### src/rtl/core/addressable_led_bit_slicer_macros.svh
// ----------------------------------------------------------------------------
// Addressable LED bit slicer assertion macros
// Shared concurrent assertion shorthands, clocked on clk_i, off during reset.
// ----------------------------------------------------------------------------
`ifndef ADDRESSABLE_LED_BIT_SLICER_MACROS_SVH
`define ADDRESSABLE_LED_BIT_SLICER_MACROS_SVH

// condition must hold at every edge out of reset
`define ALBS_ASSERT_ALWAYS(lbl, cond) \
  lbl: assert property (@(posedge clk_i) disable iff (!rst_ni) (cond)) \
    else $error("albs assertion failed");

// consequence must hold in the cycle after the antecedent
`define ALBS_ASSERT_NEXT(lbl, ante, cons) \
  lbl: assert property (@(posedge clk_i) disable iff (!rst_ni) (ante) |=> (cons)) \
    else $error("albs assertion failed");

`endif

### src/rtl/core/albs_pkg.sv
// ----------------------------------------------------------------------------
// Addressable LED bit slicer package
// Widths, sizing constants, slot descriptor type and slice pattern helper.
// ----------------------------------------------------------------------------
package albs_pkg;

  // serializer geometry
  localparam int unsigned BITS_PER_SLOT  = 24;
  localparam int unsigned SLICES_PER_BIT = 4;

  // field widths
  localparam int unsigned ColorW   = 24;
  localparam int unsigned PatW     = 4;
  localparam int unsigned SlotW    = 11;
  localparam int unsigned FrameW   = 32;
  localparam int unsigned LedW     = 10;
  localparam int unsigned LatchW   = 4;
  localparam int unsigned CfgIdxW  = 1;
  localparam int unsigned CfgDataW = 10;
  localparam int unsigned BitCntW  = $clog2(BITS_PER_SLOT);

  // register indexes and reset values
  localparam logic [CfgIdxW-1:0] RegLedCount   = 1'd0;
  localparam logic [CfgIdxW-1:0] RegLatchSlots = 1'd1;
  localparam logic [LedW-1:0]    LedCountRst   = 10'd64;
  localparam logic [LatchW-1:0]  LatchSlotsRst = 4'd4;

  // slice patterns
  localparam logic [PatW-1:0] PatOne4  = 4'hE;
  localparam logic [PatW-1:0] PatOne3  = 4'hC;
  localparam logic [PatW-1:0] PatZero  = 4'h8;
  localparam logic [PatW-1:0] PatIdle  = 4'h0;

  // front to back queue depth
  localparam int unsigned QueueDepth = 2;
  localparam int unsigned QPtrW      = $clog2(QueueDepth);
  localparam int unsigned QCntW      = $clog2(QueueDepth + 1);

  // one classified slot
  typedef struct packed {
    logic [ColorW-1:0] color;
    logic [SlotW-1:0]  slot_index;
    logic              in_latch;
    logic [FrameW-1:0] frame_number;
  } slot_desc_t;

  // pin level per slice for one data bit
  function automatic logic [PatW-1:0] make_pattern(input logic bit_val);
    logic [PatW-1:0] one_pat;
    one_pat = (SLICES_PER_BIT == 3) ? PatOne3 : PatOne4;
    return bit_val ? one_pat : PatZero;
  endfunction

endpackage

### src/rtl/core/albs_front.sv
// ----------------------------------------------------------------------------
// Addressable LED bit slicer front end
// Holds configuration, slot and frame counters; classifies each colour item.
// ----------------------------------------------------------------------------
module albs_front (
  input  logic                         clk_i,
  input  logic                         rst_ni,
  input  logic                         cfg_we_i,
  input  logic [albs_pkg::CfgIdxW-1:0] cfg_idx_i,
  input  logic [albs_pkg::CfgDataW-1:0] cfg_wdata_i,
  input  logic                         push_i,
  input  logic [albs_pkg::ColorW-1:0]  color_i,
  input  logic                         q_full_i,
  output logic                         full_o,
  output logic                         q_wr_o,
  output albs_pkg::slot_desc_t         q_wdata_o
);
  import albs_pkg::*;

  logic [LedW-1:0]   led_count_q;
  logic [LatchW-1:0] latch_slots_q;
  logic [SlotW-1:0]  slot_q, slot_d;
  logic [FrameW-1:0] frame_q, frame_d;
  logic              accept;
  logic              latch;
  logic [SlotW:0]    slot_inc;
  logic [SlotW:0]    slot_end;

  // configuration registers
  always_ff @(posedge clk_i or negedge rst_ni) begin
    if (!rst_ni) begin
      led_count_q   <= LedCountRst;
      latch_slots_q <= LatchSlotsRst;
    end else if (cfg_we_i) begin
      unique case (cfg_idx_i)
        RegLedCount:   led_count_q   <= cfg_wdata_i[LedW-1:0];
        RegLatchSlots: latch_slots_q <= cfg_wdata_i[LatchW-1:0];
        default: ;
      endcase
    end
  end

  // slot classification and counter update
  always_comb begin
    accept   = push_i && !q_full_i;
    latch    = slot_q >= SlotW'(led_count_q);
    slot_inc = (SlotW + 1)'(slot_q) + 1'b1;
    slot_end = (SlotW + 1)'(led_count_q) + (SlotW + 1)'(latch_slots_q);
    frame_d  = frame_q;
    if (latch) begin
      slot_d = (slot_inc >= slot_end) ? '0 : slot_inc[SlotW-1:0];
    end else begin
      slot_d = slot_inc[SlotW-1:0];
      if (slot_q == '0) begin
        frame_d = frame_q + 1'b1;
      end
    end
  end

  always_ff @(posedge clk_i or negedge rst_ni) begin
    if (!rst_ni) begin
      slot_q  <= '0;
      frame_q <= '0;
    end else if (accept) begin
      slot_q  <= slot_d;
      frame_q <= frame_d;
    end
  end

  // descriptor into the queue
  assign full_o                 = q_full_i;
  assign q_wr_o                 = accept;
  assign q_wdata_o.color        = color_i;
  assign q_wdata_o.slot_index   = slot_q;
  assign q_wdata_o.in_latch     = latch;
  assign q_wdata_o.frame_number = frame_d;

endmodule

### src/rtl/core/albs_queue.sv
// ----------------------------------------------------------------------------
// Addressable LED bit slicer slot queue
// Short first-in first-out buffer of slot descriptors between front and back.
// ----------------------------------------------------------------------------
module albs_queue (
  input  logic                 clk_i,
  input  logic                 rst_ni,
  input  logic                 wr_i,
  input  albs_pkg::slot_desc_t wdata_i,
  input  logic                 rd_i,
  output logic                 full_o,
  output logic                 valid_o,
  output albs_pkg::slot_desc_t rdata_o
);
  import albs_pkg::*;

  slot_desc_t       mem_q [QueueDepth];
  logic [QPtrW-1:0] wptr_q, rptr_q;
  logic [QCntW-1:0] cnt_q;
  logic             do_wr, do_rd;

  assign full_o  = (cnt_q == QCntW'(QueueDepth));
  assign valid_o = (cnt_q != '0);
  assign rdata_o = mem_q[rptr_q];
  assign do_wr   = wr_i && !full_o;
  assign do_rd   = rd_i && valid_o;

  // storage
  always_ff @(posedge clk_i) begin
    if (do_wr) begin
      mem_q[wptr_q] <= wdata_i;
    end
  end

  // pointers and fill count
  always_ff @(posedge clk_i or negedge rst_ni) begin
    if (!rst_ni) begin
      wptr_q <= '0;
      rptr_q <= '0;
      cnt_q  <= '0;
    end else begin
      if (do_wr) begin
        wptr_q <= (wptr_q == QPtrW'(QueueDepth - 1)) ? '0 : wptr_q + 1'b1;
      end
      if (do_rd) begin
        rptr_q <= (rptr_q == QPtrW'(QueueDepth - 1)) ? '0 : rptr_q + 1'b1;
      end
      if (do_wr && !do_rd) begin
        cnt_q <= cnt_q + 1'b1;
      end else if (do_rd && !do_wr) begin
        cnt_q <= cnt_q - 1'b1;
      end
    end
  end

endmodule

### src/rtl/core/albs_back.sv
// ----------------------------------------------------------------------------
// Addressable LED bit slicer back end
// Shifts a slot's colour out one bit per cycle, while results are popped, into a result output register.
// ----------------------------------------------------------------------------
module albs_back (
  input  logic                         clk_i,
  input  logic                         rst_ni,
  input  logic                         q_valid_i,
  input  albs_pkg::slot_desc_t         q_rdata_i,
  output logic                         q_rd_o,
  input  logic                         pop_i,
  output logic                         empty_o,
  output logic [albs_pkg::PatW-1:0]    slice_pattern_o,
  output logic                         last_bit_o,
  output logic [albs_pkg::SlotW-1:0]   slot_index_o,
  output logic                         in_latch_o,
  output logic [albs_pkg::FrameW-1:0]  frame_number_o
);
  import albs_pkg::*;

  localparam logic [BitCntW-1:0] LastBit = BitCntW'(BITS_PER_SLOT - 1);

  logic                     busy_q;
  logic [BitCntW-1:0]       cnt_q;
  logic [BITS_PER_SLOT-1:0] shreg_q;
  logic [SlotW-1:0]         cur_slot_q;
  logic                     cur_latch_q;
  logic [FrameW-1:0]        cur_frame_q;
  logic                     out_valid_q;
  logic                     adv, last_adv, load, out_xfer;

  // shift and load control
  assign out_xfer = pop_i && out_valid_q;
  assign adv      = busy_q && (!out_valid_q || pop_i);
  assign last_adv = adv && (cnt_q == LastBit);
  assign load     = q_valid_i && (!busy_q || last_adv);
  assign q_rd_o   = load;

  always_ff @(posedge clk_i or negedge rst_ni) begin
    if (!rst_ni) begin
      busy_q <= 1'b0;
      cnt_q  <= '0;
    end else if (load) begin
      busy_q <= 1'b1;
      cnt_q  <= '0;
    end else if (adv) begin
      busy_q <= !last_adv;
      cnt_q  <= cnt_q + 1'b1;
    end
  end

  // current slot payload
  always_ff @(posedge clk_i) begin
    if (load) begin
      shreg_q     <= BITS_PER_SLOT'(q_rdata_i.color);
      cur_slot_q  <= q_rdata_i.slot_index;
      cur_latch_q <= q_rdata_i.in_latch;
      cur_frame_q <= q_rdata_i.frame_number;
    end else if (adv) begin
      shreg_q <= {shreg_q[BITS_PER_SLOT-2:0], 1'b0};
    end
  end

  // result output register
  always_ff @(posedge clk_i or negedge rst_ni) begin
    if (!rst_ni) begin
      out_valid_q <= 1'b0;
    end else if (adv) begin
      out_valid_q <= 1'b1;
    end else if (out_xfer) begin
      out_valid_q <= 1'b0;
    end
  end

  always_ff @(posedge clk_i) begin
    if (adv) begin
      slice_pattern_o <= cur_latch_q ? PatIdle : make_pattern(shreg_q[BITS_PER_SLOT-1]);
      last_bit_o      <= (cnt_q == LastBit);
      slot_index_o    <= cur_slot_q;
      in_latch_o      <= cur_latch_q;
      frame_number_o  <= cur_frame_q;
    end
  end

  assign empty_o = !out_valid_q;

endmodule

### src/rtl/core/addressable_led_bit_slicer.sv
// ----------------------------------------------------------------------------
// Addressable LED bit slicer
// Turns one colour word per slot into 24 time-slice patterns, LEDs then latch.
// ----------------------------------------------------------------------------
//  channel   | handshake             | payload
//  ----------+-----------------------+--------------------------------------
//  input     | push_i / full_o       | color_i
//  result    | empty_o / pop_i       | slice_pattern_o, last_bit_o,
//            |                       | slot_index_o, in_latch_o, frame_number_o
//  config    | cfg_we_i              | cfg_idx_i, cfg_wdata_i
//
//  Each item yields 24 results, one per cycle from the back end shift register
//  when results are popped each cycle, and the next item loads with no gap.
//  A pushed item passes the slot queue, shift register and result register.
//  A two-entry slot queue lets the front take items while the back is busy.
//  Reset loads led_count 64 and latch_slots 4 and clears both counters.
//  A withheld pop stalls the back end first; full_o rises once the queue fills.
// ----------------------------------------------------------------------------
`include "addressable_led_bit_slicer_macros.svh"

module addressable_led_bit_slicer (
  input  logic                          clk_i,
  input  logic                          rst_ni,
  input  logic                          cfg_we_i,
  input  logic [albs_pkg::CfgIdxW-1:0]  cfg_idx_i,
  input  logic [albs_pkg::CfgDataW-1:0] cfg_wdata_i,
  input  logic                          push_i,
  output logic                          full_o,
  input  logic [albs_pkg::ColorW-1:0]   color_i,
  input  logic                          pop_i,
  output logic                          empty_o,
  output logic [albs_pkg::PatW-1:0]     slice_pattern_o,
  output logic                          last_bit_o,
  output logic [albs_pkg::SlotW-1:0]    slot_index_o,
  output logic                          in_latch_o,
  output logic [albs_pkg::FrameW-1:0]   frame_number_o
);
  import albs_pkg::*;

  logic       q_wr, q_full, q_valid, q_rd;
  slot_desc_t q_wdata, q_rdata;

  // front: configuration, counters, classification
  albs_front u_front (
    .clk_i       (clk_i),
    .rst_ni      (rst_ni),
    .cfg_we_i    (cfg_we_i),
    .cfg_idx_i   (cfg_idx_i),
    .cfg_wdata_i (cfg_wdata_i),
    .push_i      (push_i),
    .color_i     (color_i),
    .q_full_i    (q_full),
    .full_o      (full_o),
    .q_wr_o      (q_wr),
    .q_wdata_o   (q_wdata)
  );

  // slot queue
  albs_queue u_queue (
    .clk_i   (clk_i),
    .rst_ni  (rst_ni),
    .wr_i    (q_wr),
    .wdata_i (q_wdata),
    .rd_i    (q_rd),
    .full_o  (q_full),
    .valid_o (q_valid),
    .rdata_o (q_rdata)
  );

  // back: bit serializer
  albs_back u_back (
    .clk_i           (clk_i),
    .rst_ni          (rst_ni),
    .q_valid_i       (q_valid),
    .q_rdata_i       (q_rdata),
    .q_rd_o          (q_rd),
    .pop_i           (pop_i),
    .empty_o         (empty_o),
    .slice_pattern_o (slice_pattern_o),
    .last_bit_o      (last_bit_o),
    .slot_index_o    (slot_index_o),
    .in_latch_o      (in_latch_o),
    .frame_number_o  (frame_number_o)
  );

  // latch slots drive the pin low for every slice
  `ALBS_ASSERT_ALWAYS(a_latch_low, empty_o || !in_latch_o || slice_pattern_o == PatIdle)
  // a slot keeps producing results until its last bit
  `ALBS_ASSERT_NEXT(a_slot_continues, pop_i && !empty_o && !last_bit_o, !empty_o)
  // results of one slot carry the same slot position and frame
  `ALBS_ASSERT_NEXT(a_slot_stable, pop_i && !empty_o && !last_bit_o, $stable(slot_index_o))
  `ALBS_ASSERT_NEXT(a_frame_stable, pop_i && !empty_o && !last_bit_o, $stable(frame_number_o))

endmodule
### config.mk
export PLATFORM = sky130hd
export DESIGN_NAME = addressable_led_bit_slicer
export DESIGN_NICKNAME = d
export VERILOG_FILES = /design/src/rtl/core/albs_pkg.sv /design/src/rtl/core/albs_front.sv /design/src/rtl/core/albs_queue.sv /design/src/rtl/core/albs_back.sv /design/src/rtl/core/addressable_led_bit_slicer.sv
export VERILOG_INCLUDE_DIRS = /design/src /design/src/rtl/core
export SDC_FILE = /design/constraint.sdc
export NUM_CORES = 1
export LEC_CHECK = 0
export BUFFER_PORTS_ARGS = -buffer_cell sky130_fd_sc_hd__buf_2
export CAP_MARGIN = 30
export CORE_MARGIN = 1
export CORE_UTILIZATION = 54
export CTS_CLUSTER_DIAMETER = 30
export DETAILED_ROUTE_END_ITERATION = 7
export PLACE_DENSITY = 0.75
export SLEW_MARGIN = 20
export SYNTH_ARGS = -nofsm -noshare
export SYNTH_HDL_FRONTEND = slang
export SYNTH_SLANG_ARGS = --single-unit
### constraint.sdc
create_clock -name clk_i -period 4.2 [get_ports clk_i]
set_input_delay 0.84 -clock clk_i [delete_from_list [all_inputs] [get_ports clk_i]]
set_output_delay 0.84 -clock clk_i [all_outputs]
set_load 0.05 [all_outputs]
Word-level counts from Yosys, hierarchy flattened
Memory sizes are Yosys's and may differ from the RTL's.
Cells that the tools add are included.
{"block": "word_totals", "mem_bits_rw": 136, "elab_cells": 76, "n_memories": 1, "ff_bits": 185, "input_bits": 40}
{"block": "op_classes", "eq_ne": 2, "reduce_logical": 24, "muxes": 19, "n_bitwise": 1, "n_lt_le_gt_ge": 2, "add_sub_neg": 8}
{"name": "u_queue.mem_q", "depth": 2, "word_bits": 68, "rd": 1, "rd_ports_with_merged_regs": 0, "wr": 1, "line_no": "albs_queue.sv:17", "text": "slot_desc_t mem_q [QueueDepth];"}
{"cell": "32-bit 2-to-1 mux", "n": 2}
{"cell": "24-bit 2-to-1 mux", "n": 2}
{"cell": "32-bit by 1-bit adder with 32-bit output (second input constant)", "n": 1}
{"cell": "11-bit 2-to-1 mux", "n": 2}
{"cell": "11-bit by 1-bit adder with 12-bit output (second input constant)", "n": 1}
{"cell": "12-bit greater-or-equal comparator", "n": 1}
{"cell": "10-bit by 4-bit adder with 11-bit output", "n": 1}
{"cell": "11-bit by 10-bit greater-or-equal comparator with 1-bit output", "n": 1}
{"cell": "11-bit zero test", "n": 1}
{"cell": "5-bit 2-to-1 mux", "n": 2}
{"cell": "1-bit logical AND", "n": 9}
{"cell": "1-bit 2-to-1 mux", "n": 8}
{"cell": "2-bit nonzero test", "n": 4}
{"cell": "1-bit zero test", "n": 6}
{"cell": "5-bit by 1-bit adder with 5-bit output (second input constant)", "n": 1}
{"cell": "5-bit == test (second input constant)", "n": 1}
{"cell": "2-bit 2-to-1 mux", "n": 2}
{"cell": "2-bit AND reduction", "n": 2}
{"cell": "3-bit 2-to-1 mux", "n": 1}
{"cell": "1-bit adder (second input constant)", "n": 2}
{"cell": "2-bit by 1-bit adder with 2-bit output (second input constant)", "n": 1}
{"cell": "2-bit == test (second input constant)", "n": 1}
{"cell": "1-bit logical OR", "n": 2}
{"cell": "2-bit by 1-bit subtractor with 2-bit output (second input constant)", "n": 1}
{"cell": "1-bit NOT", "n": 1}

Logic depth before layout (Yosys ltp)
Gate-level depths: netlist of the first run.
{"block": "logic_depth", "ltp_word": 10, "mapped_depth": 14, "depth_no_buf": 14}

Hierarchy
A second synthesis of the first run with hierarchy kept.
{"block": "unflattened", "hier_cells": 903, "area_unflattened_um2": 13714.4}
{"module": "albs_queue", "cells_per_inst": 231, "n_inst": 1, "area_each_um2": 5147.4}
{"module": "albs_front", "cells_per_inst": 480, "n_inst": 1, "area_each_um2": 4299.1}
{"module": "albs_back", "cells_per_inst": 192, "n_inst": 1, "area_each_um2": 4267.8}

Least setup slack after synthesis of the first run
OpenSTA, ideal clock, no wires.
{"block": "synth_timing", "path_kind": "in2reg", "start": "input port push_i", "end": "memory u_queue.mem_q[0][0] (netlist bit), enable pin", "slack_ns": -0.441, "required_ns": 3.705, "cell_stages": 4, "n_path_buf": 2, "t_arrival_ns": 4.146, "setup_ns": 0.495, "cell_sequence": "nand2_1 -> clkbuf_1 -> buf_1 -> nor2_1"}
{"block": "synth_between", "elab_chain_len": 4}
{"element": "start, declared", "line_no": "addressable_led_bit_slicer.sv:27", "text": "input logic push_i,"}
{"element": "1-bit logical AND", "line_no": "albs_front.sv:45", "text": "accept = push_i && !q_full_i;"}
{"element": "1-bit logical AND", "line_no": "albs_queue.sv:25", "text": "assign do_wr = wr_i && !full_o;"}
{"element": "1-bit 2-to-1 mux", "line_no": "albs_queue.sv:30", "text": "if (do_wr) begin"}
{"element": "1-bit 2-to-1 mux (not written as such)", "line_no": "albs_queue.sv:31", "text": "mem_q[wptr_q] <= wdata_i;"}
{"element": "end, declared", "line_no": "albs_queue.sv:17"}
Every way passes these cells.

Worst setup path in the final report of the first run
{"block": "layout_timing", "start": "register u_front.led_count_q[0]", "end": "register u_front.slot_q[2]"}
{"block": "layout_between", "elab_chain_len": 4, "word_cells_on_any_way": 5, "cone_classes": "1 x add/sub; 2 x order compare; 2 x mux"}
{"element": "start, declared", "line_no": "albs_front.sv:20", "text": "logic [LedW-1:0] led_count_q;"}
{"element": "start signal, assigned", "line_no": "albs_front.sv:32", "text": "led_count_q <= LedCountRst;"}
{"element": "start signal, assigned", "line_no": "albs_front.sv:36", "text": "RegLedCount: led_count_q <= cfg_wdata_i[LedW-1:0];"}
{"element": "10-bit by 4-bit adder with 11-bit output", "line_no": "albs_front.sv:48", "text": "slot_end = (SlotW + 1)'(led_count_q) + (SlotW + 1)'(latch_slots_q);"}
{"element": "12-bit greater-or-equal comparator", "line_no": "albs_front.sv:51", "text": "slot_d = (slot_inc >= slot_end) ? '0 : slot_inc[SlotW-1:0];"}
{"element": "11-bit 2-to-1 mux", "line_no": "albs_front.sv:51"}
{"element": "11-bit 2-to-1 mux (*)", "line_no": "albs_front.sv:50", "text": "if (latch) begin"}
{"element": "end signal, assigned", "line_no": "albs_front.sv:65", "text": "slot_q <= slot_d;"}
{"element": "end, declared", "line_no": "albs_front.sv:22", "text": "logic [SlotW-1:0] slot_q, slot_d;"}
Every way passes the cells marked *; elsewhere a longest branch is shown, timed or not.
A chain may end at the register's enable or synchronous reset.

==> summary.md, run 1 <==
| Metric | Value |
|---|---|
| I/O Buffers | `89` |
| Antenna cells | `0` |
| Core ar. | `23600 sq um` |
| Leakage | `6.04 nW` |
| DRT antenna net count | `0` |
| Top-count cell post-synth | `edfxtp_1` |
| First-pass GRT wire length | `35300 um` |
| Syn_nets | `952` |
| Post-DP Area | `13900 sq um` |
| Max IR drop VDD | `0.360 mV` |
| Vias in the first global route | `7144` |
| CTS Buf Count | `53` |
| Worst setup path startpoint | `u_front.led_count_q[0]` |
| Chip width | `157 um` |
| Setup Skew | `0.0157 ns` |
| Area grow syn2layout | `20.2%` |
| Critical Path Start Type | `flip-flop` |
| Grt ovf | `0` |
| Post-synth top cells | `251 x edfxtp_1, 66 x dfrtp_1, 65 x nor2_1` |
| Min Tclk post-route | `3.43 ns` |
| Top cell type's share of synthesized area | `0.578` |
| #FFs+latches synth | `319` |
| Critical Path End Type | `flip-flop` |
| Dominant cells by area after synthesis | `edfxtp_1 58%, dfrtp_1 13%, mux2_2 4.3%` |
| DR vias/cell | `5.23` |
| Antenna violations before repair | `0` |
| Slew @ Worst Pin | `0.845 ns` |
| Avg Cell Area, Syn | `14.8 sq um` |
| Max incr delay on CP | `0.47 ns` |
| GPL Wtd Cong | `0.827` |
| H-tree depth | `2` |
| Slowest CP cell | `nor2_1` |
| Hold_ws | `0.286 ns` |
| CP Cell Sequence | `ha_1, fa_1, a21o_1, a21oi_1, nor2_1, nand3_1, xnor2_1, ha_1, nand3_1, nor4_1, o31a_1, o22ai_1, nor2_1, nor2_1` |
| Dpl hpwl | `13600 um` |
| Sequential-to-total area share from yosys stat | `0.708` |
| Post-Synthesis Cell Area | `13000 sq um` |
| Gr usage total | `0.183` |
| Crit-path max FO | `9` |
| Status | `finished clean` |
| Yosys synthesis warning count | `0` |
| CP required | `4.59 ns` |
| Syn Inst Count | `881` |
| CTS resizes | `0` |
| Worst reg2reg startpoint | `u_front.led_count_q[0]` |
| # IOs | `91` |
| Cts-stage hold buffer count | `0` |
| Synth Flop Type | `edfxtp_1` |
| Slew HR | `0.437` |
| Crit share post-route | `0.816` |
| Setup violators final | `0` |
| Routed length per instance | `16.0 um` |
| FMAX | `292 MHz` |
| Fin area | `15700 sq um` |
| Initial Util | `0.553` |
| Initial DRC count | `387` |
| Unrepaired setup endpoints after global routing | `false` |
| Hold Path Class | `primary input to asynchronous set/reset pin` |
| Unique masters post-synth | `49` |
| Async set-reset flop share out of synthesis | `0.213` |
| Largest net degree at the start of global routing | `54` |
| Clock tree buffer depth | `3` |
| Layout cells sized above 1 | `0.247` |
| PwrDens | `654 nW/um^2` |
| Total wire length | `21800 um` |
| Die Ht | `157 um` |
| Full die area | `24800 sq um` |
| Max-cap check violation count | `0` |
| Root buffer cell | `clkbuf_16` |
| Area leader, netlist | `edfxtp_1` |
| CP Class | `flip-flop to flip-flop` |
| Final Hold Viols | `0` |
| TritonRoute pass-1 iters | `5` |
| Crit-path most repeated cell | `nor2_1` |
| TritonCTS clock tree | `yes` |
| Fillers | `1670` |
| Fin nets | `1073` |
| Vias post-DR | `7144` |
| Post-synth EDFFs | `251` |
| Num rows | `56` |
| Worst skew pair latency | `0.54 ns` |
| Clk slew on worst S/H paths | `0.05 ns` |
| Postcts setup bufs | `0` |
| Drt drc | `0` |
| Clock sinks | `319` |
| Critical Path AT | `3.82 ns` |
| Count of final max-slew check failures | `0` |
| Setup_tns | `0 ns` |
-- metrics by stage --
step,setup slack (ns),cells,utilization,total power (W)
6_report,0.772,1366,0.664,0.0102
3_5_place_dp,0.742,1265,0.587,0.00605
3_3_place_gp,0.872,1264,0.586,0.00600
4_1_cts,0.728,1365,0.664,0.0103
2_1_floorplan,0.701,881,-,0.00559
5_1_grt,0.480,1366,0.664,0.0107
-- worst paths after layout --
check | to | slack, ns | cells past startpoint
setup / recovery | u_front.slot_q[2] | 0.77 | 14
hold / removal | u_front.frame_q[9] | 0.29 | 1
setup reg to reg | u_front.slot_q[2] | 0.77 | 14
hold reg to reg | u_back.slot_index_o[5] | 0.41 | 0
max in group asynchronous | u_queue.rptr_q | 2.89 | 2
min in group clk_i | u_back.slot_index_o[5] | 0.41 | 0
-- registers in the layout, indices dropped and copies added (netlist names) --
name                    cells
u_back.shreg_q             24
u_front.latch_slots_q       4
u_queue.wptr_q              1
u_queue.cnt_q               2
u_front.slot_q             11
u_front.frame_q            32
u_back.cur_frame_q         32
u_back.cnt_q                5
u_queue.rptr_q              1
u_back.busy_q               1
u_back.cur_slot_q          11
u_back.frame_number_o      32
u_back.out_valid_q          1
u_back.cur_latch_q          1
u_back.in_latch_o           1
u_queue.mem_q             136
u_back.slice_pattern_o      2
u_back.slot_index_o        11
u_front.led_count_q        10
u_back.last_bit_o           1
-- layer usage --
| metal | share of wire | GRT usage | wire (um) | up-vias |
|---|---|---|---|---|
| li1 | - | - | - | 3464 |
| met1 | 0.43 | 0.233 | 9460 | 3477 |
| met2 | 0.50 | 0.309 | 11000 | 164 |
| met3 | 0.041 | 0.0383 | 900 | 39 |
| met4 | 0.022 | 0.0666 | 474 | 0 |
| met5 | 0 | 0 | 0 | - |
-- cells in the final DEF (no fill, tap or decap), drive strengths merged, types with 4 or more instances in the layout --
cell / synthesis / routed
a21o: 4 / 4
a21oi: 36 / 36
and3: 10 / 10
buf: 17 / 102
bufinv: 0 / 6
clkbuf: 20 / 58
clkinv: 0 / 22
clkinvlp: 0 / 7
dfrtp: 66 / 66
edfxtp: 251 / 251
ha: 30 / 30
inv: 23 / 31
mux2: 50 / 50
mux2i: 25 / 25
nand2: 59 / 59
nand2b: 5 / 5
nand3: 35 / 35
nand4: 12 / 12
nor2: 65 / 65
nor2b: 5 / 5
nor3: 19 / 19
nor4: 11 / 11
o21ai: 16 / 16
or3: 4 / 4
xnor2: 54 / 54
xor2: 41 / 41
-- worst max-delay path: cells and delay by family (launching register included) --
family	cells	cell delay (ns)
AOI/OAI and AO/OA	4	0.72
and+or+nand+nor	6	1.22
xor gates and xnor gates	1	0.07
adders and majority gates	3	0.89
DFF	1	0.39
-- where the power goes --
group | internal [W] | switching [W] | total [W]
clock | 0.00274 | 0.00152 | 0.00426
combinational | 0.000636 | 0.000942 | 0.00158
sequential | 0.00411 | 0.000301 | 0.00441
-- cell families after synthesis --
group | count (synthesis) | synth area share
other | 1 | 0.000287
muxes | 75 | 0.0623
DFF | 319 | 0.708
adders and majority gates | 31 | 0.0303
buffers and inverters | 60 | 0.0188
AOI/OAI and AO/OA | 62 | 0.0260
xor gates and xnor gates | 95 | 0.0643
and+or+nand+nor | 238 | 0.0897
-- cell type report --
cell class,instances,area (sq um),area share
timing repair buffer,103,563,0.0359
clock buffer,57,1350,0.0862
tap,319,399,0.0255
clock inverter,43,463,0.0295
sequential,319,9240,0.589
multi-input combinational,502,3570,0.228
inverter,23,87.6,0.00559
(Power assumes the default switching activity.)
==> run 2: changes to the inputs <==
clock period = 2.9 ns   (was 4.2 ns; I/O delays follow)
==> run 2 against run 1 <==
Compared with the run above: the flow now finishes with violations (setup timing); non-clock buffer count rose by 30; count of clock-buffer cells in the layout rose by 2; worst setup slack got worse by 0.88 ns; total power rose by 52%; critical path depth rose by 1; die area did not move; maximum frequency rose by 14%; core utilization rose by 2.2 points; flip-flop and latch count did not move; routed wire length rose by 5.3%.
==> summary.md, run 2 (same netlist as run 1, synthesis figures left out) <==
| Metric | Value |
|---|---|
| Area grow syn2layout | `24.1%` |
| Status | `finished with violations` |
| Die Ht | `157 um` |
| Layout cells sized above 1 | `0.296` |
| Final WS setup | `-0.105 ns` |
| Initial DRC count | `450` |
| Critical Path Start Type | `flip-flop` |
| Largest net degree at the start of global routing | `97` |
| Fin area | `16200 sq um` |
| I/O Buffers | `89` |
| Post-DP Area | `14100 sq um` |
| Drt drc | `0` |
| Initial Util | `0.553` |
| Count of final max-slew check failures | `0` |
| Worst setup path startpoint | `u_front.latch_slots_q[1]` |
| Num rows | `56` |
| Fillers | `1584` |
| Worst reg2reg startpoint | `u_front.latch_slots_q[1]` |
| Final Hold Viols | `0` |
| Worst skew pair latency | `0.55 ns` |
| Routed length per instance | `16.5 um` |
| Leakage | `6.31 nW` |
| Setup Skew | `0.0142 ns` |
| Max reg flops | `136` |
| Power, Total | `0.0156 W` |
| FMAX | `333 MHz` |
| Violated checks | `setup timing` |
| TritonCTS clock tree | `yes` |
| Antenna violations before repair | `1` |
| Root buffer cell | `clkbuf_16` |
| H-tree depth | `2` |
| PwrDens | `960 nW/um^2` |
| Commonest non-fill, non-tap cell in the layout | `edfxtp_1` |
| Commonest cells after routing, fill and taps aside | `251 x edfxtp_1, 90 x buf_2, 65 x dfrtp_1, 58 x nor2_1, 56 x nand2_1` |
| Setup violators final | `10` |
| Slew @ Worst Pin | `0.679 ns` |
| Core ar. | `23600 sq um` |
| CP Class | `flip-flop to flip-flop` |
| Fin nets | `1104` |
| Vias in the first global route | `7553` |
| Hold Path Class | `primary input to asynchronous set/reset pin` |
| DR vias/cell | `5.32` |
| CTS Buf Count | `54` |
| CP required | `3.32 ns` |
| Worst slack, placed | `-0.161 ns` |
| TritonRoute pass-1 iters | `7` |
| # IOs | `91` |
| Clk slew on worst S/H paths | `0.05 ns` |
| Critical Path AT | `3.43 ns` |
| Most flop-heavy register | `u_queue.mem_q` |
| Dpl hpwl | `13800 um` |
| Max-cap check violation count | `0` |
| Hold_ws | `0.0311 ns` |
| Full die area | `24800 sq um` |
| Min Tclk post-route | `3.01 ns` |
| First-pass GRT wire length | `37100 um` |
| Grt ovf | `0` |
| Chip width | `157 um` |
| Critical Path End Type | `flip-flop` |
| Clock tree buffer depth | `3` |
| Crit-path max FO | `5` |
| DRT antenna net count | `0` |
| Clock sinks | `319` |
| Gr usage total | `0.193` |
| Unrepaired setup endpoints after global routing | `true` |
| Crit share post-route | `1.04` |
| Vias post-DR | `7438` |
| Max IR drop VDD | `0.539 mV` |
| Setup_tns | `-0.847 ns` |
| GPL Wtd Cong | `0.827` |
| Slew HR | `0.547` |
| Total wire length | `23000 um` |
-- run 2: per-layer routing --
metal | GRT usage | part of all wire | up-vias
met5 | 0 | 0 | -
met4 | 0.0800 | 0.022 | 0
met3 | 0.0388 | 0.044 | 38
met2 | 0.329 | 0.52 | 178
met1 | 0.241 | 0.42 | 3690
li1 | - | - | 3532
-- run 2: worst max-delay path: stages (launching register included) --
cell	delay, ns
dfrtp_1	0.41
ha_1	0.29
a21o_1	0.16
a21oi_2	0.16
nor2b_1	0.09
o21ba_2	0.24
nand2_2	0.06
xnor2_1	0.07
ha_1	0.32
nand3_2	0.10
nor4_4	0.28
o31a_1	0.19
o22ai_2	0.10
nor2_2	0.22
buf_6	0.15
a21oi_1	0.04
-- run 2: power breakdown --
group	total, W	internal (W)	switching (W)
clock network	0.00662	0.00440	0.00221
registers	0.00635	0.00595	0.000400
logic	0.00258	0.00108	0.00150
total	0.0156	0.0114	0.00411
-- run 2: path summary, 6_finish.rpt --
check / endpoint / slack (ns) / cells after the start
worst min-delay path: u_front.led_count_q[8] / 0.03 / 2
worst min register to register: u_back.frame_number_o[21] / 0.41 / 0
min in group clk_i: u_queue.mem_q[0][67] / 0.21 / 1
worst max-delay path: u_front.slot_q[5] / -0.11 / 15
max in group asynchronous: u_queue.rptr_q / 2.51 / 2
worst max register to register: u_front.slot_q[5] / -0.11 / 15
-- run 2: layout make-up --
cell class	count	area, sq um	share of cell area
sequential	319	9240	0.571
multi-input combinational	502	3670	0.227
clock buffer	59	1390	0.0858
timing repair buffer	133	847	0.0523
clock inverter	42	552	0.0341
tap	319	399	0.0246
inverter	23	87.6	0.00541
antenna	1	2.50	0.000155
-- run 2: repair_timing --
item,4_1_cts,5_1_grt
hold buffers,0,0
cloned,0,1
endpoints found under the setup margin,11,19
resized for setup,6,24
setup buffers,0,6
endpoints found under the hold margin,0,0
pin swaps,1,21
-- run 2: metrics by stage --
stage                     std cells   util
final                          1398  0.686
after global routing           1398  0.686
after CTS                      1390  0.680
after detailed placement       1289  0.597
after global placement         1288  0.596
after floorplan                 881      -
